File: config.mk
export PLATFORM = sky130hd
export DESIGN_NAME = cau_root_stage
export DESIGN_NICKNAME = d
export VERILOG_FILES = /design/src/hw/rtl/cau_pkg.sv /design/src/hw/rtl/cau_root_stage.sv
export SDC_FILE = /design/constraint.sdc
export NUM_CORES = 1
export LEC_CHECK = 0
export BUFFER_PORTS_ARGS = -buffer_cell sky130_fd_sc_hd__buf_2
export CAP_MARGIN = 30
export CORE_ASPECT_RATIO = 1.1
export CORE_UTILIZATION = 29
export CTS_CLUSTER_SIZE = 24
export DETAILED_ROUTE_END_ITERATION = 6
export PLACE_DENSITY = 0.53
export SKIP_LAST_GASP = 1
export SLEW_MARGIN = 10
export SYNTH_ARGS = -nofsm -noshare
export SYNTH_HDL_FRONTEND = slang
export SYNTH_SLANG_ARGS = --single-unit
File: constraint.sdc
create_clock -name clk -period 1.1 [get_ports clk]
set_clock_uncertainty 0.15 [all_clocks]
set_input_delay 0.055 -clock clk [delete_from_list [all_inputs] [get_ports clk]]
set_output_delay 0.055 -clock clk [all_outputs]
set_load 0.005 [all_outputs]
File: src/hw/rtl/cau_pkg.sv
// shared constants, opcode type and pipeline word structs for the complex alu
// no dependencies; the files that use it refer to it by scoped names
package cau_pkg;

    localparam int WORD_BITS = 32;
    localparam int FRAC_BITS = 16;
    localparam int PROD_BITS = 2 * WORD_BITS;
    localparam int SUM_BITS  = PROD_BITS + 2;
    localparam int QUO_BITS  = WORD_BITS + 1;
    localparam int REM_BITS  = PROD_BITS + 1;
    localparam int NUM_BITS  = PROD_BITS + FRAC_BITS;
    localparam int DIV_STEPS = QUO_BITS;
    localparam int SQ1_STEPS = WORD_BITS;
    localparam int SQ1_TOP   = PROD_BITS - 2;
    localparam int SQ2_BITS  = QUO_BITS + FRAC_BITS - 1;
    localparam int SQ2_TOP   = SQ2_BITS - 2;
    localparam int SQ2_STEPS = SQ2_TOP / 2 + 1;

    localparam logic [WORD_BITS-1:0] WORD_MAX = {1'b0, {(WORD_BITS-1){1'b1}}};
    localparam logic [WORD_BITS-1:0] WORD_MIN = {1'b1, {(WORD_BITS-1){1'b0}}};

    typedef enum logic [2:0] {
        OP_ADD,
        OP_SUB,
        OP_MUL,
        OP_DIV,
        OP_CONJ,
        OP_MAG,
        OP_SQRT,
        OP_EQ
    } op_t;

    typedef struct packed {
        logic [WORD_BITS-1:0] res_re;
        logic [WORD_BITS-1:0] res_im;
        logic                 div_zero;
        logic                 saturated;
        logic                 is_equal;
    } result_t;

    typedef struct packed {
        logic                neg;
        logic                ovf;
        logic [REM_BITS-1:0] rem;
        logic [QUO_BITS-1:0] nq;
    } div_lane_t;

    typedef struct packed {
        op_t                  op;
        result_t              early;
        logic [WORD_BITS-1:0] ar;
        logic                 ai_neg;
        logic [PROD_BITS-1:0] den;
        div_lane_t            dre;
        div_lane_t            dim;
        logic [PROD_BITS-1:0] sqx;
        logic [PROD_BITS-1:0] sqr;
    } sec1_t;

    typedef struct packed {
        op_t                 op;
        result_t             res;
        logic                ai_neg;
        logic [SQ2_BITS-1:0] xr;
        logic [SQ2_BITS-1:0] rr;
        logic [SQ2_BITS-1:0] xi;
        logic [SQ2_BITS-1:0] ri;
    } sec2_t;

endpackage

File: src/hw/rtl/cau_root_stage.sv
// one pipeline stage of the two square roots behind the principal root
// depends on cau_pkg
module cau_root_stage #(
    parameter int STEP = 0
) (
    input  logic           clk,
    input  logic           rst_n,
    input  logic           adv,
    input  logic           in_v,
    input  cau_pkg::sec2_t in_d,
    output logic           out_v,
    output cau_pkg::sec2_t out_d
);

    localparam int B = cau_pkg::SQ2_BITS;
    localparam logic [B-1:0] ROOT_BIT = B'(1) << (cau_pkg::SQ2_TOP - 2 * STEP);

    // returns {remainder, root}
    function automatic logic [2*B-1:0] root_step(input logic [B-1:0] x,
                                                 input logic [B-1:0] r);
        logic [B-1:0] trial;
        logic [B-1:0] xo;
        logic [B-1:0] ro;
        trial = r + ROOT_BIT;
        if (x >= trial)
        begin
            xo = x - trial;
            ro = (r >> 1) + ROOT_BIT;
        end
        else
        begin
            xo = x;
            ro = r >> 1;
        end
        return {xo, ro};
    endfunction

    cau_pkg::sec2_t nxt;

    always_comb
    begin
        nxt = in_d;
        {nxt.xr, nxt.rr} = root_step(in_d.xr, in_d.rr);
        {nxt.xi, nxt.ri} = root_step(in_d.xi, in_d.ri);
    end

    always_ff @(posedge clk or negedge rst_n)
    begin
        if (!rst_n)
        begin
            out_v <= 1'b0;
        end
        else if (adv)
        begin
            out_v <= in_v;
        end
    end

    always_ff @(posedge clk)
    begin
        if (adv)
        begin
            out_d <= nxt;
        end
    end

endmodule

=== Yosys cells after proc, flatten, opt, wreduce, memory -nomap -nowiden ===
Cells that the tools add are included.

* Output and inout port bits: 264
* Word-level logic and storage cells: 26
* Input port bits: 267
* Bits in registers: 264

* $lt $le $gt $ge: 2
* Add/subtract/negate cells: 6
* Mux-type cells: 4

{| class="wikitable"
|+ Operators by type and width
! kind !! count
|-
| $add 47x47->48 const B || 2
|-
| $add 48x47->48 const B || 2
|-
| $ge 48x48->1 || 2
|-
| $mux 48 || 2
|-
| $sub 48x48->48 || 2
|-
| $mux 47 || 2
|}

=== Logic depth before layout (Yosys ltp) ===
* Word-level depth: 3
* Gate-level depth with buffers: 14
* Gate-level depth less buffers: 12

=== Worst setup path before layout ===
Ideal clock, no wire load.

* Path type: input port to flip-flop
* Start: input port in_d[48] in the netlist's numbering
* End: register out_d[84] in the netlist's numbering (data pin)
* Cell stages on the path: 13
* Setup slack: -1.858 ns
* Buffers on the path: 2
* Arrival: 2.546 ns
* Setup time: 0.262 ns
* Cells stage by stage: inv_1 ha_1 fa_1 nand2b_1 a21oi_2 o41ai_4 o221a_2 o311ai_2 nand3_2 a21oi_4 buf_6 buf_8 mux2_1

{| class="wikitable"
|+ RTL lines
! element !! RTL line !! RTL
|-
| from (decl) || cau_root_stage.sv:10 || <nowiki>input cau_pkg::sec2_t in_d,</nowiki>
|-
| to (signal assigned) || cau_root_stage.sv:63 || <nowiki>out_d <= nxt;</nowiki>
|-
| to (decl) || cau_root_stage.sv:12 || <nowiki>output cau_pkg::sec2_t out_d</nowiki>
|}

==> metrics.csv <==
metric,value,unit
failing checks,"negative hold slack, negative setup slack",
Unique masters post-synth,83,
register area,7923,um^2
CTS max path bufs,3,
crit path kind,input port to flop,
Tot Pwr,35.00,mW
post-synthesis cell area,15080,um^2
Period minus WS final,2.487,ns
Leakage,12.38,nW
number of port buffers,530,
fill count,4458,
Vias,15720,
layout cell share with drive strength beyond 1,50.61,%
outcome,"finished, violations left",
max-cap viol count,0,
worst vdd ir,1.232,mV
largest cells by area after synthesis,"edfxtp_1 (52%), ha_1 (8.0%), a21oi_1 (3.6%)",
first-pass GRT wire length,89820,um
IO Pins,531,
Critical Path Most Common Cell,a21oi_4,
Die X-Extent,219.4,um
"Core Util, Final",53.99,%
Starting Density,29.41,%
DRT iter0 DRCs,734,
Mapped Avg Cell Area,11.08,um^2
Core ar.,51270,um^2
Tcrit/Tclk final,226.1,%
Via density,4.773,
Most used DFF post-synth,edfxtp_1,
Post-synth EDFFs,263,
multi-input combinational cell area,7986,um^2
Worst Slack Setup Final,-1.387,ns
dpl hpwl,45640,um
routed len/inst,18.79,um
area delta synth->final,83.59,%
routability cong.,0.9043,
number of global-route vias before repair,16120,
Final Instance Area,27680,um^2
Die Y,241.1,um
Worst Path Max Fanout,12,
GR Util All Layers,22.03,%
RSZ-0062 raised after global routing,yes,
critical-path cell list,buf_8 > inv_8 > ha_4 > fa_2 > nand2b_4 > a21oi_4 > o41ai_4 > o221a_2 > o311ai_4 > nand3_2 > a21oi_4 > buf_4 > buf_12 > mux2_2,
die area,52910,um^2
largest net degree at the start of global routing,28,
CTS Buf Count,30,
Post-DP Area,22020,um^2
CP required,1.27,ns
final hold violation count,22,
"Net count, final",2963,
"Setup violations, final",368,
Routed Antenna Nets,0,
H-tree levels,1,
max-slew violation count,0,
Remaining DRCs,0,
initial antenna violation count,14,
Rel. slew slack,73.02,%
register area share after synthesis,52.55,%
GRT overflow,0,
CTS tree,yes,
ys async rst share,0.3788,%
Total Routed Length,61910,um
Worst path max stage delay,0.34,ns
CP max-delay cell,fa_2,
Mapped Cells,1361,
CTS root buf,clkbuf_16,
Peak Freq,402.0,MHz
Skew-Pair Late Insertion Delay,0.58,ns
CTS Sinks,264,
class of the worst hold path,input port to flop,
Power Density,1264,nW/um^2
#FFs+latches synth,264,
nature of the critical path endpoint,flop,
Min Hold Slack,-0.4633,ns
"Data arrival, critical path",2.66,ns
First-pass DRT Iterations,5,
Synth top area share,52.38,%
startpoint types,input port,
syn_nets,1726,
"CTS clk-pin slew, worst paths",0.06,ns
cell taking the most area after synthesis,edfxtp_1,
Slew @ Worst Pin,0.3997,ns
yosys warns,0,
FP Rows,87,
[cells in the mapped netlist, types with 3 or more instances]
library cell and number:
nand2_1 127, o31a_1 3, mux2_1 5, inv_1 127, o21a_1 14, a211oi_1 16
nand4_1 28, buf_4 5, edfxtp_1 263, or2_2 4, a31oi_1 14, nor4_1 5
xor2_1 30, nand2b_1 13, o21ai_0 105, nor2_1 58, nand3b_1 3, mux2_2 38
o221ai_1 4, nor3_1 18, o31ai_1 9, o2111ai_1 3, o211ai_1 9, ha_1 96
a21o_1 34, buf_2 11, and4_1 3, and3_1 3, nor2b_1 9, a41oi_1 3
o221a_2 3, a21oi_1 107, nand3_1 16, xnor2_1 55, or3_1 6, a21boi_0 8
clkbuf_1 30, a221oi_1 3, o21bai_1 17
[layer usage]
metal / vias to the layer above / share of wire, % / GRT usage, %
li1: 7533 / - / -
met1: 7582 / 40 / 25.90
met2: 496 / 51 / 40.35
met3: 97 / 6.3 / 4.083
met4: 14 / 2.7 / 6.439
met5: - / 0.13 / 0
[critical path, delay by kind of cell]
family / cells / cell delay (ns)
mux: 1 / 0.34
compound gates: 5 / 1.03
simple gates: 2 / 0.30
buf+inv: 4 / 0.43
fa+ha+maj: 2 / 0.49
[kinds of logic (layout without fill, tap and decap cells)]
group	count (synthesis)	after routing	synth area share, %
AOI/OAI and AO/OA	387	387	16.47
and+or+nand+nor	305	305	9.660
DFF	264	264	52.55
buffers and inverters	177	1438	4.805
adders and majority gates	98	98	8.232
xor gates and xnor gates	85	85	4.938
muxes	45	45	3.344
other	0	5	0
[through the flow]
stage | TNS, ns | setup slack, ns | std cells | hold slack (ns)
2_1_floorplan | -141.33 | -1.705 | 1361 | -0.3906
3_3_place_gp | -187.36 | -2.066 | 2919 | -0.3207
3_5_place_dp | -190.40 | -2.116 | 2919 | -0.3170
4_1_cts | -190.95 | -1.440 | 3262 | -0.5225
5_1_grt | -187.19 | -1.427 | 3294 | -0.4836
6_report | -170.17 | -1.387 | 3294 | -0.4633
[power by group]
| group | switching (mW) | total (mW) | internal, mW |
|---|---|---|---|
| Clock | 4.41 | 9.92 | 5.52 |
| Sequential | 0.355 | 12.7 | 12.4 |
| Combinational | 5.69 | 12.3 | 6.64 |
[flip-flops by register name, indices dropped and copies added (netlist names)]
signal,cells
out_v,1
out_d,263
[layout make-up]
type | count | area share [%]
Antenna cell | 5 | 0.04520
Sequential cell | 264 | 28.62
Inverter | 127 | 1.831
Tap cell | 667 | 3.015
Clock inverter | 22 | 0.7051
Timing Repair Buffer | 1255 | 34.16
Clock buffer | 34 | 2.766
Multi-Input combinational cell | 920 | 28.85
[timing repair]
action | 4_1_cts | 5_1_grt
endpoints found under the setup margin | 364 | 365
pin swaps | 50 | 58
hold buffers | 245 | 22
cloned | 11 | 2
endpoints found under the hold margin | 528 | 39
buffers inserted | 31 | 15
gates resized for setup | 185 | 171
[path summary, 6_finish.rpt]
kind                            startpoint    endpoint  slack [ns]  cells past startpoint
worst max-delay path              in_d[48]   out_d[79]       -1.39                     14
worst min-delay path             in_d[104]  out_d[103]       -0.46                      1
worst max register to register       out_v       out_v        0.21                      1
worst min register to register       out_v       out_v        0.36                      1
max in group asynchronous            rst_n       out_v        0.51                      3
min in group asynchronous            rst_n       out_v        0.18                      3
[cell usage in the layout, fill, tap and decap left out, types with 6 or more instances in the layout]
master / n
o21ai_1: 28
o21ai_0: 41
buf_6: 34
nor2b_1: 6
a31oi_1: 11
clkinv_1: 8
a21oi_2: 32
o211ai_1: 9
a211oi_2: 10
inv_2: 10
nor2_1: 55
a21oi_4: 6
o21ai_2: 35
a211oi_1: 6
dlygate4sd3_1: 264
buf_4: 408
a21oi_1: 72
mux2_2: 15
inv_1: 112
buf_12: 23
o21bai_1: 15
nor3_1: 14
ha_1: 57
xnor2_1: 52
ha_4: 37
nand2b_1: 12
buf_2: 507
edfxtp_1: 263
a21o_1: 34
clkbuf_16: 32
mux2_4: 24
nand2_4: 17
nand4_1: 28
buf_8: 11
nand2_2: 19
xor2_1: 29
o21a_1: 13
nand3_1: 13
nand2_1: 91
Power figures use the tool's default switching activity.
