==> src/hw/rtl/cau_pkg.sv <==
// shared constants, opcode type and pipeline word structs for the complex alu
// no dependencies; the files that use it refer to it by scoped names
package cau_pkg;

    localparam int WORD_BITS = 32;
    localparam int FRAC_BITS = 16;
    localparam int PROD_BITS = 2 * WORD_BITS;
    localparam int SUM_BITS  = PROD_BITS + 2;
    localparam int QUO_BITS  = WORD_BITS + 1;
    localparam int REM_BITS  = PROD_BITS + 1;
    localparam int NUM_BITS  = PROD_BITS + FRAC_BITS;
    localparam int DIV_STEPS = QUO_BITS;
    localparam int SQ1_STEPS = WORD_BITS;
    localparam int SQ1_TOP   = PROD_BITS - 2;
    localparam int SQ2_BITS  = QUO_BITS + FRAC_BITS - 1;
    localparam int SQ2_TOP   = SQ2_BITS - 2;
    localparam int SQ2_STEPS = SQ2_TOP / 2 + 1;

    localparam logic [WORD_BITS-1:0] WORD_MAX = {1'b0, {(WORD_BITS-1){1'b1}}};
    localparam logic [WORD_BITS-1:0] WORD_MIN = {1'b1, {(WORD_BITS-1){1'b0}}};

    typedef enum logic [2:0] {
        OP_ADD,
        OP_SUB,
        OP_MUL,
        OP_DIV,
        OP_CONJ,
        OP_MAG,
        OP_SQRT,
        OP_EQ
    } op_t;

    typedef struct packed {
        logic [WORD_BITS-1:0] res_re;
        logic [WORD_BITS-1:0] res_im;
        logic                 div_zero;
        logic                 saturated;
        logic                 is_equal;
    } result_t;

    typedef struct packed {
        logic                neg;
        logic                ovf;
        logic [REM_BITS-1:0] rem;
        logic [QUO_BITS-1:0] nq;
    } div_lane_t;

    typedef struct packed {
        op_t                  op;
        result_t              early;
        logic [WORD_BITS-1:0] ar;
        logic                 ai_neg;
        logic [PROD_BITS-1:0] den;
        div_lane_t            dre;
        div_lane_t            dim;
        logic [PROD_BITS-1:0] sqx;
        logic [PROD_BITS-1:0] sqr;
    } sec1_t;

    typedef struct packed {
        op_t                 op;
        result_t             res;
        logic                ai_neg;
        logic [SQ2_BITS-1:0] xr;
        logic [SQ2_BITS-1:0] rr;
        logic [SQ2_BITS-1:0] xi;
        logic [SQ2_BITS-1:0] ri;
    } sec2_t;

endpackage

==> src/hw/rtl/cau_ds_stage.sv <==
// one pipeline stage: a restoring divide step on both parts and, while STEP < SQ1_STEPS, one root step
// depends on cau_pkg
module cau_ds_stage #(
    parameter int STEP = 0
) (
    input  logic           clk,
    input  logic           rst_n,
    input  logic           adv,
    input  logic           in_v,
    input  cau_pkg::sec1_t in_d,
    output logic           out_v,
    output cau_pkg::sec1_t out_d
);

    localparam int P = cau_pkg::PROD_BITS;
    localparam int R = cau_pkg::REM_BITS;
    localparam int Q = cau_pkg::QUO_BITS;
    localparam logic DO_ROOT = (STEP < cau_pkg::SQ1_STEPS);
    localparam int SHIFT = DO_ROOT ? (cau_pkg::SQ1_TOP - 2 * STEP) : 0;
    localparam logic [P-1:0] ROOT_BIT = P'(1) << SHIFT;

    function automatic cau_pkg::div_lane_t div_step(input cau_pkg::div_lane_t l,
                                                    input logic [P-1:0] den);
        cau_pkg::div_lane_t o;
        logic [R-1:0]       sh;
        logic               ge;
        o     = l;
        sh    = {l.rem[R-2:0], l.nq[Q-1]};
        ge    = sh >= {1'b0, den};
        o.rem = ge ? (sh - {1'b0, den}) : sh;
        o.nq  = {l.nq[Q-2:0], ge};
        return o;
    endfunction

    cau_pkg::sec1_t nxt;
    logic [P-1:0]   trial;

    always_comb
    begin
        nxt     = in_d;
        nxt.dre = div_step(in_d.dre, in_d.den);
        nxt.dim = div_step(in_d.dim, in_d.den);
        trial   = in_d.sqr + ROOT_BIT;
        if (DO_ROOT)
        begin
            if (in_d.sqx >= trial)
            begin
                nxt.sqx = in_d.sqx - trial;
                nxt.sqr = (in_d.sqr >> 1) + ROOT_BIT;
            end
            else
            begin
                nxt.sqr = in_d.sqr >> 1;
            end
        end
    end

    always_ff @(posedge clk or negedge rst_n)
    begin
        if (!rst_n)
        begin
            out_v <= 1'b0;
        end
        else if (adv)
        begin
            out_v <= in_v;
        end
    end

    always_ff @(posedge clk)
    begin
        if (adv)
        begin
            out_d <= nxt;
        end
    end

endmodule

==> config.mk <==
export PLATFORM = sky130hd
export DESIGN_NAME = cau_ds_stage
export DESIGN_NICKNAME = d
export VERILOG_FILES = /design/src/hw/rtl/cau_pkg.sv /design/src/hw/rtl/cau_ds_stage.sv
export SDC_FILE = /design/constraint.sdc
export NUM_CORES = 1
export LEC_CHECK = 0
export BUFFER_PORTS_ARGS = -buffer_cell sky130_fd_sc_hd__buf_4
export CAP_MARGIN = 10
export CORE_AREA = 4 4 382 384
export CTS_BUF_LIST = sky130_fd_sc_hd__clkbuf_4 sky130_fd_sc_hd__clkbuf_8 sky130_fd_sc_hd__clkbuf_16
export CTS_CLUSTER_SIZE = 20
export DETAILED_ROUTE_END_ITERATION = 7
export DIE_AREA = 0 0 386 388
export PLACE_DENSITY = 0.38
export SLEW_MARGIN = 20
export SYNTH_ARGS = -nofsm -noshare
export SYNTH_HDL_FRONTEND = slang
export SYNTH_SLANG_ARGS = --single-unit
==> constraint.sdc <==
create_clock -name clk -period 0.8 [get_ports clk]
set_clock_uncertainty 0.05 [all_clocks]
set_input_delay 0.12 -clock clk [delete_from_list [all_inputs] [get_ports clk]]
set_output_delay 0.12 -clock clk [all_outputs]
set_load 0.02 [all_outputs]
==> After elaboration in Yosys (flattened, before gate mapping) <==
Index checks and enable logic that the tools add are counted.
{ "word_totals": {"reg_bits": 496, "latch_bits": 0, "mem_bits_rw": 0, "mem_bits_ro": 0, "n_memories": 0} }
{ "op_classes": {"n_addsub": 5, "n_mul": 0, "div": 0, "order_cmp": 3, "eq_ne": 0, "shifts": 0, "n_mux": 4, "bitwise": 0, "n_reduce_logical": 0} }
{ "op_table": {"columns": ["cell", "n"], "rows": [
  [">= comparator 65 x 64 -> 1 bit", 2],
  ["2-to-1 mux 65 bit", 2],
  ["subtractor 65 x 64 -> 65 bit", 2],
  ["adder 63 x 63 -> 64 bit, second input constant", 1],
  ["adder 64 x 63 -> 64 bit, second input constant", 1],
  [">= comparator 64 bit", 1],
  ["2-to-1 mux 64 bit", 1],
  ["subtractor 64 bit", 1],
  ["2-to-1 mux 63 bit", 1]
]} }

==> Logic depth before layout (Yosys ltp) <==
Gate-level depths: netlist of the first run.
{ "logic_depth": {"depth_word": 3, "mapped_depth": 17} }

==> Worst setup path after synthesis of the first run <==
OpenSTA, ideal clock, no wires.
{ "synth_path": {"path_type": "input port to flip-flop", "from": "input in_d[336] (netlist name)", "to": "register out_d[324] (netlist name), data pin", "setup_time_ps": 260, "t_arrival_ps": 3000, "required_time_ps": 490, "slack_ps": -2509, "cell_stages": 14, "path_cell_list": "inv_1 ha_1 nand2_1 or3_1 a211o_1 a211o_1 a211oi_2 nor2_1 a21oi_2 a211oi_1 o41a_1 inv_2 buf_4 mux2_2"} }
{ "synth_rtl": {"columns": ["item", "line", "rtl"], "rows": [
  ["start, declared", "cau_ds_stage.sv:10", "input cau_pkg::sec1_t in_d,"],
  ["end signal, assigned", "cau_ds_stage.sv:74", "out_d <= nxt;"],
  ["end, declared", "cau_ds_stage.sv:12", "output cau_pkg::sec1_t out_d"]
]} }

==> results of run 1 <==
[report_power, final]
part           internal [W]  switching [W]  total, W
registers            0.0323        0.00128    0.0335
logic                0.0186         0.0195    0.0381
clock network        0.0169         0.0127    0.0297
[state kept, by name, summed over array words and instances, names as in the netlist]
name / count
out_v: 1
out_d: 495
[cell families after synthesis]
logic type	after synthesis	synth area share
DFF	496	0.522
muxes	29	0.0114
AOI/OAI and AO/OA	833	0.180
adders and majority gates	195	0.0862
buffers and inverters	282	0.0389
xor gates and xnor gates	177	0.0543
and+or+nand+nor	681	0.107
[how the worst max path moves through the flow]
| stage | slack, ns | to | cells past startpoint |
|---|---|---|---|
| 2_1_floorplan | -2.39 | out_d[324] | 14 |
| 3_3_place_gp | -3.05 | out_d[127] | 16 |
| 3_5_place_dp | -3.07 | out_d[324] | 16 |
| 4_1_cts | -2.31 | out_d[315] | 18 |
| 5_1_grt | -2.42 | out_d[270] | 17 |
| 6_report | -2.34 | out_d[277] | 17 |
[synth_stat cells, types with 5 or more instances]
master	count	area share
buf_4	5	0.0013
o21bai_1	48	0.013
clkbuf_1	77	0.010
ha_1	192	0.084
a221o_1	5	0.0018
nor2b_1	20	0.0044
a211o_1	6	0.0018
o31ai_1	7	0.0018
a21oi_1	331	0.058
mux2_2	26	0.010
a22oi_1	5	0.0013
a221oi_1	8	0.0025
nand3_1	35	0.0061
a211oi_1	16	0.0042
o21a_1	17	0.0045
a31o_2	6	0.0018
buf_2	15	0.0026
and3_1	13	0.0028
nand2b_1	15	0.0033
o211ai_1	12	0.0032
edfxtp_1	495	0.52
a31oi_1	20	0.0044
xor2_1	78	0.024
and2_1	13	0.0028
o221ai_1	5	0.0015
nor4_1	10	0.0022
a21boi_0	6	0.0016
nor2_1	224	0.029
o21ai_0	173	0.030
or3_1	8	0.0018
xnor2_1	99	0.030
nand2_1	236	0.031
a21o_1	114	0.030
o22ai_1	5	0.0011
nand4_1	58	0.013
inv_1	178	0.023
nor3_1	28	0.0049
[metrics by stage]
step / hold WS (ns) / power (W) / setup TNS, ns
final: -0.190 / 0.101 / -715.83
after global routing: -0.239 / 0.106 / -767.72
after CTS: -0.396 / 0.101 / -737.21
after detailed placement: -0.153 / 0.0664 / -700.40
after global placement: -0.152 / 0.0666 / -693.66
after floorplan: -0.226 / 0.0478 / -436.70
[cell type report]
| type | count | area, um2 | area share |
|---|---|---|---|
| clock buffer | 78 | 1760 | 0.0315 |
| clock inverter | 41 | 368 | 0.00659 |
| tap | 1903 | 2380 | 0.0427 |
| sequential | 496 | 14900 | 0.267 |
| timing repair buffer | 2506 | 21300 | 0.381 |
| multi-input combinational | 1915 | 14400 | 0.258 |
| antenna | 13 | 32.5 | 0.000583 |
| inverter | 179 | 722 | 0.0129 |
[routing by layer]
| layer | part of all wire | GRT usage | up-vias |
|---|---|---|---|
| li1 | - | - | 14920 |
| met1 | 0.40 | 0.244 | 15001 |
| met2 | 0.51 | 0.386 | 883 |
| met3 | 0.066 | 0.0515 | 156 |
| met4 | 0.022 | 0.0412 | 18 |
| met5 | 0.00068 | 0 | - |
[repair_timing]
item	CTS	global route
buffers inserted	33	26
resized for setup	158	245
cloned	14	11
endpoints found under the setup margin	695	720
hold endpoints to repair	535	21
hold buffers	494	5
pin swaps	38	38
[critical path: cells and delay by family]
kind,cells,cell delay (ns)
fa+ha+maj,1,0.32
mux,1,0.30
compound gates,6,1.54
buf+inv,6,0.75
simple gates,3,0.42
==> results.toml, run 1 <==
[worst_setup_path]
cp.required_ns = 1.13
critPathLaunch = "in_d[339]"
critPathArrivalTime_ns = 3.47
crit_path_max_incr_delay_ns = 0.43
worstSetupEndpointType = "flop"
cp-start-kind = "input pin"
r2r_setup_slack_ns = -0.02
r2r-start = "out_v"
ff2ff_path_depth = 1
path_cells = "buf_8 -> clkinvlp_4 -> ha_4 -> nand2_2 -> or3_4 -> a211o_1 -> a211o_4 -> a211oi_2 -> buf_4 -> nor2_4 -> a21oi_2 -> a211oi_2 -> o41a_1 -> inv_4 -> buf_12 -> buf_12 -> mux2_4"
slowest_stage = "o41a_1"
path_class = "in2reg"
crit_fanout = 9
r2r-end = "out_v"

[sta]
fin_hold_ws_ns = -0.190
period_needed_ns = 3.14
finalHoldViolCount = 2
slew_viol_final = 0
setup_viol = 720
timing.final.crit_share = 3.92
worst_slew_pin_slew_ns = 0.775
fmaxAchievable_ghz = 0.319
fin_ws_ns = -2.34
relSlewSlack = 0.482
rsz0062_at_grt = "true"

[floorplan]
rows = 139
die-area_um2 = 150000
start_util = 0.200
die_h_um = 388
fp.dieW_um = 386
ios = 995
coreArea_um2 = 143000

[global_routing]
antenna_found_initial = 26
grt_pass1_vias = 32259
grt_overflow = 0
grt_max_degree = 34
gr-usage-all-layers = 0.209
grt_pass1_wl_um = 227000

[drt]
drt_iter0_drc = 1619
vias_per_cell = 4.34
drtPass1Iterations = 5
drc = 0
ant_nets = 0
detail_route.wirelength_um = 166000
num_vias = 30978
wire_per_inst_um = 23.2

[job]
maxCapViolCount = 0

[synthesis]
avgSynthCellArea_um2 = 10.6
synth_nets = 3387
synth-edff-count = 495
ys_ff_latch = 496
synth_cell_type_count = 82
yosysSeqAreaShare = 0.522
syn_inst = 2693
synth_flop_cell = "edfxtp_1"
synth_area_um2 = 28500
async_flop_share = 0.00202
ys_warn_count = 0

[clocking]
cts_root_buffer = "clkbuf_16"
cts_max_path_buffers = 3
clock_latency_ns = 0.65
cts_tree = "built"
clkTransAtPathRegs_ns = 0.06
numCtsBuffers = 67
clkSinkCount = 496
h-tree-depth = 3

[pwr]
leakagePower_nw = 24.8
power-per-cell-area_nw_per_um2 = 1820
irDropWorstVdd_uv = 1750

[place]
dpl-instance-area_um2 = 45900
dp_hpwl_um = 129000
dp.cells = 6423
gp_congestion = 0.898
portBuffers = 992
pre_cts_ws_ns = -3.07

[outcome]
status = "finished with violations"
failed_checks = "negative hold slack, negative setup slack"

[final_layout]
final_core_util = 0.391
fin_nets = 5859
post_route_cells_drive_above_1_share = 0.472
final_cell_area_um2 = 55800
final_cell_mix = "buf_4 (1902), dlygate4sd3_1 (499), edfxtp_1 (495), nand2_1 (230), a21oi_1 (220)"
finalNonFillerCells = 7131
nFillCells = 14336
final_common_cell = "buf_4"
area_growth_syn_to_layout_pct = 95.5

[hold_path]
hp-start = "in_d[262]"
hp-class = "in2reg"
worstHoldEndpoint = "out_d[263]"
holdPathStages = 3
(Power assumes the default switching activity.)
==> inputs of run 2 (changes only) <==
--- a/config.mk
+++ b/config.mk
@@ -8,7 +8,6 @@
 export BUFFER_PORTS_ARGS = -buffer_cell sky130_fd_sc_hd__buf_4
 export CAP_MARGIN = 10
 export CORE_AREA = 4 4 382 384
-export CTS_BUF_LIST = sky130_fd_sc_hd__clkbuf_4 sky130_fd_sc_hd__clkbuf_8 sky130_fd_sc_hd__clkbuf_16
 export CTS_CLUSTER_SIZE = 20
 export DETAILED_ROUTE_END_ITERATION = 7
 export DIE_AREA = 0 0 386 388
==> results.toml, run 2 (synthesis gave the netlist of run 1 again) <==
[final_layout]
fin_nets = 5862
post_route_cells_drive_above_1_share = 0.473
reg_top3 = "out_d x495, out_v x1"
largest_reg_flops = 495
nFillCells = 14146
final_common_cell = "buf_4"
finalNonFillerCells = 7133
largest-register = "out_d"
final_core_util = 0.404
final_cell_mix = "buf_4 (1413), buf_6 (512), dlygate4sd3_1 (497), edfxtp_1 (495), nand2_1 (228)"
area_growth_syn_to_layout_pct = 102

[floorplan]
rows = 139
start_util = 0.200
ios = 995
die-area_um2 = 150000
fp.dieW_um = 386
coreArea_um2 = 143000
die_h_um = 388

[global_routing]
grt_pass1_wl_um = 228000
antenna_found_initial = 22
grt_overflow = 0
grt_max_degree = 34
gr-usage-all-layers = 0.210
grt_pass1_vias = 32378

[drt]
vias_per_cell = 4.37
ant_nets = 0
drtPass1Iterations = 5
drt_iter0_drc = 1684
wire_per_inst_um = 23.4
detail_route.wirelength_um = 167000
num_vias = 31173
drc = 0

[clocking]
cts_max_path_buffers = 3
cts_root_buffer = "clkbuf_16"
numCtsBuffers = 67
h-tree-depth = 3
clkSinkCount = 496
clock_latency_ns = 0.65
clkTransAtPathRegs_ns = 0.06
cts_tree = "built"

[worst_setup_path]
critPathArrivalTime_ns = 3.45
path_class = "in2reg"
crit_path_max_incr_delay_ns = 0.43
worstSetupEndpointType = "flop"
cp_num_cells = 17
endpoint = "out_d[277]"
crit_fanout = 9
cp.required_ns = 1.13
critPathLaunch = "in_d[334]"
slowest_stage = "o41a_1"
cp_top_family = "compound AO/OA/AOI/OAI gates"
r2r-start = "out_v"
path_cells = "buf_4 -> inv_4 -> ha_4 -> nand3_2 -> or3_4 -> a211o_1 -> a211o_4 -> a211oi_2 -> buf_4 -> nor2_4 -> a21oi_2 -> a211oi_2 -> o41a_1 -> inv_4 -> buf_12 -> buf_12 -> mux2_4"
r2r-end = "out_v"
r2r_setup_slack_ns = -0.02
cp-start-kind = "input pin"
ff2ff_path_depth = 1
worst-path-buf-inv = 6

[pwr]
irDropWorstVdd_uv = 1680
power-per-cell-area_nw_per_um2 = 1790
leakagePower_nw = 25.4

[job]
maxCapViolCount = 0

[sta]
fin_ws_ns = -2.32
finalHoldViolCount = 25
fin_hold_ws_ns = -0.191
fin_tns_setup_ns = -712.76
relSlewSlack = 0.624
slew_viol_final = 0
timing.final.crit_share = 3.89
worst_slew_pin_slew_ns = 0.558
period_needed_ns = 3.12
rsz0062_at_grt = "true"
fmaxAchievable_ghz = 0.321
setup_viol = 699

[place]
portBuffers = 992
dp.cells = 6423
gp_congestion = 0.898
pre_cts_ws_ns = -3.07
dp_hpwl_um = 129000

[hold_path]
hp-class = "in2reg"

[outcome]
status = "finished with violations"
failed_checks = "negative hold slack, negative setup slack"
[run 2: cell types whose count changed in the layout (fill, tap and decap cells not counted), sizes merged]
cell         delta
bufbuf          -2
diode           -1
dlygate4sd3     -2
inv             -1
buf             +7
clkinvlp        +1
[run 2: worst min-delay path by stage]
stage               startpoint         end  slack [ns]  depth (start not counted)
floorplan                rst_n       out_v       -0.23                          0
global placement         rst_n       out_v       -0.15                          1
detailed placement       rst_n       out_v       -0.15                          1
CTS                  in_d[187]  out_d[188]       -0.31                          3
global route         in_d[262]  out_d[263]       -0.24                          3
finish               in_d[262]  out_d[263]       -0.19                          3
[run 2: repair_timing]
item | 4_1_cts | 5_1_grt
buffers inserted | 39 | 23
hold buffers | 495 | 5
hold endpoints to repair | 535 | 29
pin swaps | 42 | 43
gates cloned | 18 | 10
endpoints found under the setup margin | 695 | 720
resized for setup | 217 | 704
[run 2: worst min-delay path: cells and delay by family]
family                 cells  cell delay (ns)
AOI/OAI and AO/OA          1             0.09
buffers and inverters      1             0.12
and+or+nand+nor            1             0.05
[run 2: cell type report]
type / instances / area (um2) / area share
sequential: 496 / 14900 / 0.258
timing repair buffer: 2509 / 23200 / 0.402
antenna: 12 / 30.0 / 0.000520
multi-input combinational: 1915 / 14400 / 0.249
clock buffer: 78 / 1720 / 0.0298
tap: 1903 / 2380 / 0.0413
clock inverter: 41 / 368 / 0.00638
inverter: 179 / 726 / 0.0126
[run 2: layer usage]
metal  share of wire  wire (um)  track usage
met4           0.029       4890       0.0461
met3           0.066      11000       0.0506
met1            0.40      65900        0.246
met2            0.51      84700        0.386
met5         0.00059         99            0
[run 2: report_power, final]
| group | internal, W | switching [W] | total [W] | leakage, nW |
|---|---|---|---|---|
| Clock | 0.0165 | 0.0127 | 0.0293 | 1.02 |
| Sequential | 0.0323 | 0.00178 | 0.0341 | 4.86 |
| Combinational | 0.0203 | 0.0196 | 0.0400 | 19.5 |
| Total | 0.0692 | 0.0341 | 0.103 | 25.4 |
[run 2: through the flow]
step           power (W)  cell area [um2]
5_1_grt            0.108            57700
3_5_place_dp      0.0664            45900
4_1_cts            0.101            54700
6_report           0.103            57700
3_3_place_gp      0.0666            45900
2_1_floorplan     0.0478            29300
